<file path="config.mk">
export PLATFORM = sky130hd
export DESIGN_NAME = hemd_ctrl
export DESIGN_NICKNAME = d
export VERILOG_FILES = /design/src/hdl/hemd_pkg.sv /design/src/hdl/hemd_ctrl.sv
export SDC_FILE = /design/constraint.sdc
export NUM_CORES = 1
export LEC_CHECK = 0
export BUFFER_PORTS_ARGS = -buffer_cell sky130_fd_sc_hd__buf_4
export CAP_MARGIN = 20
export CELL_PAD_IN_SITES_DETAIL_PLACEMENT = 0
export CELL_PAD_IN_SITES_GLOBAL_PLACEMENT = 1
export CORE_AREA = 2 2 39 41
export DETAILED_ROUTE_END_ITERATION = 10
export DIE_AREA = 0 0 41 43
export GPL_TIMING_DRIVEN = 0
export PLACE_DENSITY = 0.75
export SLEW_MARGIN = 30
export SYNTH_ARGS = -nofsm -noshare
export SYNTH_HDL_FRONTEND = slang
export SYNTH_SLANG_ARGS = --single-unit
export TNS_END_PERCENT = 30
</file>
<file path="constraint.sdc">
create_clock -name clk -period 2 [get_ports clk]
set_input_delay 0.4 -clock clk [delete_from_list [all_inputs] [get_ports clk]]
set_output_delay 0.4 -clock clk [all_outputs]
set_load 0.1 [all_outputs]
</file>
<file path="src/hdl/hemd_pkg.sv">
// Package for the one-dimensional earth mover's distance block.
// Holds field widths, item and status codes and the controller/datapath structs.
// No dependencies.
`timescale 1ns / 1ps

package hemd_pkg;

  localparam int DEFAULT_MAX_ENTRIES = 256;

  localparam int KIND_W = 2;
  localparam int POS_W  = 16;
  localparam int WT_W   = 24;
  localparam int DIST_W = 64;
  localparam int STAT_W = 2;
  localparam int PROD_W = WT_W + POS_W;

  localparam logic [KIND_W-1:0] KIND_LOAD_A  = 2'd0;
  localparam logic [KIND_W-1:0] KIND_LOAD_B  = 2'd1;
  localparam logic [KIND_W-1:0] KIND_COMPUTE = 2'd2;

  localparam logic [STAT_W-1:0] STATUS_OK       = 2'd0;
  localparam logic [STAT_W-1:0] STATUS_EMPTY    = 2'd1;
  localparam logic [STAT_W-1:0] STATUS_OVERFLOW = 2'd2;

  typedef struct packed {
    logic wr_a;
    logic wr_b;
    logic start;
    logic rd_init;
    logic load_both;
    logic calc;
    logic accum;
    logic load_next;
    logic finish;
  } hemd_cmd_t;

  typedef struct packed {
    logic empty;
    logic last;
  } hemd_stat_t;

endpackage

</file>
<file path="src/hdl/hemd_ctrl.sv">
// Controller state machine: accepts requests, sequences the merge walk and
// drives the result valid. Depends on hemd_pkg.
`timescale 1ns / 1ps

module hemd_ctrl
  import hemd_pkg::*;
(
  input  logic              clk,
  input  logic              rst_n,
  input  logic              in_valid,
  output logic              in_ready,
  input  logic [KIND_W-1:0] in_kind,
  output logic              out_valid,
  input  logic              out_ready,
  input  hemd_stat_t        stat,
  output hemd_cmd_t         cmd
);

  localparam logic [2:0] S_IDLE  = 3'd0;
  localparam logic [2:0] S_INIT  = 3'd1;
  localparam logic [2:0] S_PRIME = 3'd2;
  localparam logic [2:0] S_CALC  = 3'd3;
  localparam logic [2:0] S_FETCH = 3'd4;
  localparam logic [2:0] S_DONE  = 3'd5;

  logic [2:0] state_r, state_nxt;
  logic       out_valid_r, out_valid_nxt;
  logic       accept;
  logic       out_free;

  assign in_ready  = (state_r == S_IDLE);
  assign accept    = in_valid && in_ready;
  assign out_free  = !out_valid_r || out_ready;
  assign out_valid = out_valid_r;

  always_comb begin
    state_nxt = state_r;
    cmd       = '0;
    unique case (state_r)
      S_IDLE: begin
        if (accept) begin
          unique case (in_kind)
            KIND_LOAD_A: cmd.wr_a = 1'b1;
            KIND_LOAD_B: cmd.wr_b = 1'b1;
            KIND_COMPUTE: begin
              cmd.start = 1'b1;
              state_nxt = stat.empty ? S_DONE : S_INIT;
            end
            default: ;
          endcase
        end
      end
      S_INIT: begin
        cmd.rd_init = 1'b1;
        state_nxt   = S_PRIME;
      end
      S_PRIME: begin
        cmd.load_both = 1'b1;
        state_nxt     = S_CALC;
      end
      S_CALC: begin
        cmd.calc  = 1'b1;
        state_nxt = S_FETCH;
      end
      S_FETCH: begin
        cmd.accum = 1'b1;
        if (stat.last) begin
          state_nxt = S_DONE;
        end else begin
          cmd.load_next = 1'b1;
          state_nxt     = S_CALC;
        end
      end
      S_DONE: begin
        if (out_free) begin
          cmd.finish = 1'b1;
          state_nxt  = S_IDLE;
        end
      end
      default: state_nxt = S_IDLE;
    endcase
  end

  always_comb begin
    out_valid_nxt = out_valid_r;
    if (out_ready) begin
      out_valid_nxt = 1'b0;
    end
    if (cmd.finish) begin
      out_valid_nxt = 1'b1;
    end
  end

  always_ff @(posedge clk) begin
    if (!rst_n) begin
      state_r     <= S_IDLE;
      out_valid_r <= 1'b0;
    end else begin
      state_r     <= state_nxt;
      out_valid_r <= out_valid_nxt;
    end
  end

endmodule

</file>
After elaboration in Yosys (flattened, before gate mapping)

Index checks and enable logic that the tools add are counted.

Bitwise gates (word level): 0
Reductions and logical operators: 7
Divide/modulo/power cells: 0
$add $sub $neg: 0
Shift operators: 0
Magnitude comparators: 0
Multiply operators: 0
Muxes and demuxes: 20
Eq/ne operators: 10

Operators by type and width:

| operator                                              | number |
|---|---|
| 2-to-1 mux 3 bit                                      | 7 |
| one-hot mux 3 bit (6 select lines)                    | 1 |
| 2-to-1 mux 1 bit                                      | 11 |
| equality test 3 x 2 -> 1 bit, second input constant   | 2 |
| equality test 3 bit, second input constant            | 2 |
| inequality test 2 x 1 -> 1 bit, second input constant | 2 |
| equality test 3 x 1 -> 1 bit, second input constant   | 1 |
| logical NOT 3 bit                                     | 1 |
| AND reduction 3 bit                                   | 1 |
| equality test 2 x 1 -> 1 bit, second input constant   | 1 |
| equality test 2 bit, second input constant            | 1 |
| logical NOT 2 bit                                     | 1 |
| 2-to-1 mux 2 bit                                      | 1 |
| inequality test 2 bit, second input constant          | 1 |
| nonzero test 2 bit                                    | 1 |
| logical AND 1 bit                                     | 1 |
| logical NOT 1 bit                                     | 1 |
| logical OR 1 bit                                      | 1 |

Flip-flop bits (word level): 4
Bits in writable memories: 0
ROM bits: 0
Bits of input ports: 8
Word-level logic and storage cells: 39
Memories: 0
Bits in latches: 0
Output and inout port bits: 11

Logic depth before layout (Yosys ltp)

Depth in word-level cells: 5
Depth in mapped cells: 4
Mapped depth without buffers: 3

Least setup slack after synthesis

No wires, ideal clock.

Kind: register -> output
From: reg state_r[2]
To: out cmd[7] (netlist name)
Setup slack: -1.288 ns
Path buffers: 1
Required time: 1.600 ns
Stages on the path, launching flop included: 4
Data arrival time: 2.888 ns
Path through: dfxtp_1 buf_6 or3_4 nor3_1

RTL lines:

| item                   | RTL line        | source |
|---|---|---|
| start, declared        | hemd_ctrl.sv:26 | `logic [2:0] state_r, state_nxt;` |
| start signal, assigned | hemd_ctrl.sv:99 | `state_r <= state_nxt;` |
| end, declared          | hemd_ctrl.sv:16 | `output hemd_cmd_t cmd` |

==> run metrics <==
share of post-route cells with drive strength above 1=56.67%; setup tns final=0 ns; Fmax=520.9 MHz; R2R Setup Slk=0.72 ns; fin crit share=95.98%; met3 Use GR=3.141%; Final WS setup=0.08035 ns; slowest CP cell=or3_4; antenna cells=0; clk_skew=0.001493 ns; Cell Area, Synth=311.5 um^2; Overall Power=0.3843 mW; CTS sink cnt=4; Core Rows=14; WL/cell=9.776 um; core area=1384 um^2; crit path max fanout=9; full die area=1763 um^2; Worst-path clk slew=0.03 ns; minimum hold slack=0.4130 ns; share of total power in the clock network=24.7%; setup slack at placement=0.1876 ns; initial core utilization=22.51%; initial antenna violation count=0; Final min period=1.920 ns; CTS tree=yes; final net count=70; end-of-flow core utilization=38.79%; worst skew pair latency=0.23 ns; Synth Instances=39; relative slew slack=81.64%; gr busiest metal=met2; Routed WL=743 um; final instance area=536.8 um^2; commonest non-fill, non-tap cell in the layout=buf_4; io pins=19; non-filler cells, final=76; met2 GRT Util=13.75%; register area share after synthesis=25.70%; Slew Viols, Final=0; Synth Warn #=0; vias in the first global route=284; Num CTS Buffers=3; critical path class=reg2out; die width=41 um; Switching Fraction=45.50%; Worst Tran Pin Value=0.2777 ns; Int Power=0.2094 mW; unrepaired setup endpoints after global routing=no; post-route ant nets=0; Clock Tree Root=clkbuf_4; Placed Cells incl. Taps=73; HPWL after DPL=615 um; CP Capture Type=output pin; first-pass GRT wire length=1.028 mm; critical path, cell by cell=or3_4, nor4b_4, buf_6; top post-synthesis cells by area=dfxtp_1 26%, buf_6 7.2%, nand2b_1 6.0%, a21oi_1 4.8%, nor3_1 4.8%; GRT Overall Usage=8.835%; port buffer count=18; area of the multi-input gates=236.5 um^2; global route total overflow=0; Pre-antenna DRT Iters=2; Final Hold Viols=0; P_sw=0.1748 mW; Synth area leader=dfxtp_1; Iter 0 DRT Violations=2; Peak VDD IR=0.2688 mV; combinational share of power=51.3%; final setup fails=0; Reg power frac=24.0%; Area Growth Syn to Fin=72.29%; crit-path max cell delay=0.45 ns; Placer Congestion=0.7538; Leakage=0.2300 nW; residual DRC count=0; Synth top area share=25.70%; distinct cell type count after synthesis=21; run status=finished, final reports clean; Yosys reg bits=4; max_cap viols=0; Avg Inst Size Synth=7.988 um^2; Vias/cell=4.447; Post-CTS Hold Fix Bufs=0; pin count of the biggest net entering global routing=11; Syn Nets=47; clk buf depth=2; met1 Usage GRT=9.325%; die height=43 um; PD cells=715.9 nW/um^2; WP data required=1.60 ns; Worst setup SP type=flop; cell family with most CP delay=simple AND/OR/NAND/NOR gates; number of buffers and inverters on the critical path=1; fillers=154; H-tree depth=1; dpl cell area=513.0 um^2; FF/Latch Area=81.33 um^2; DR vias=338; Worst Hold Class=in2reg; Critical Path AT=1.52 ns
kinds of logic (layout without fill, tap and decap cells):
kind of cell	Yosys count	in the layout	synth area share, %
buffers and inverters	6	27	13.25
AO/OA/AOI/OAI	7	7	16.06
flip-flops	4	4	25.70
AND/OR/NAND/NOR	22	22	44.98
layout make-up:
| class | count | area share (%) |
|---|---|---|
| Clock buffer | 3 | 4.196 |
| Tap cell | 16 | 3.730 |
| Buffer | 2 | 3.497 |
| Timing Repair Buffer | 19 | 27.27 |
| Multi-Input combinational cell | 29 | 44.06 |
| Sequential cell | 4 | 15.15 |
| Inverter | 3 | 2.098 |
cell usage after synthesis:
| library cell | number |
|---|---|
| nand3b_1 | 2 |
| or3b_1 | 1 |
| nand2_1 | 3 |
| buf_6 | 2 |
| o21a_1 | 1 |
| buf_4 | 1 |
| nand3_1 | 1 |
| dfxtp_1 | 4 |
| or3_4 | 1 |
| nand2b_1 | 3 |
| nor3b_1 | 1 |
| or2b_1 | 1 |
| a21oi_1 | 3 |
| nor2_1 | 4 |
| nor3_1 | 3 |
| o31a_1 | 1 |
| o2111a_1 | 1 |
| nor4b_2 | 1 |
| a21boi_0 | 1 |
| nor3_2 | 1 |
| inv_1 | 3 |
worst register-to-register path: cells and delay by family (launching register included):
kind,cells,cell delay [ns]
AO/OA/AOI/OAI,1,0.13
buffers and inverters,1,0.16
flip-flops,1,0.36
AND/OR/NAND/NOR,2,0.58
routing by layer:
metal / routed length (um) / vias to the layer above / part of all wire (%)
met3: 54 / 0 / 7.3
met2: 388 / 9 / 52
met5: 0 / - / 0
met4: 0 / 0 / 0
met1: 299 / 153 / 40
li1: - / 176 / -
registers in the layout, indices dropped and copies added, names as in the netlist:
name	cells
out_valid	1
state_r	3
worst paths after layout:
path,start,to,cells past startpoint
max reg2reg,state_r[2],state_r[2],4
min,rst_n,state_r[1],2
max,state_r[2],cmd[8],3
min reg2reg,out_valid,out_valid,2
repair_timing:
action / CTS / global route
resized for setup: 1 / 1
endpoints found under the setup margin: 1 / 1
setup buffers: 0 / 1
pin swaps: 1 / 2
power groups by stage:
| stage | clock, mW | combinational, mW | sequential (mW) |
|---|---|---|---|
| final | 0.0949 | 0.197 | 0.0924 |
| after CTS | 0.102 | 0.196 | 0.0905 |
| after global placement | 0 | 0.195 | 0.0917 |
| after global routing | 0.111 | 0.205 | 0.0931 |
| after detailed placement | 0 | 0.195 | 0.0917 |
| after floorplan | 0 | 0.153 | 0.0913 |
Power figures use the tool's default switching activity.
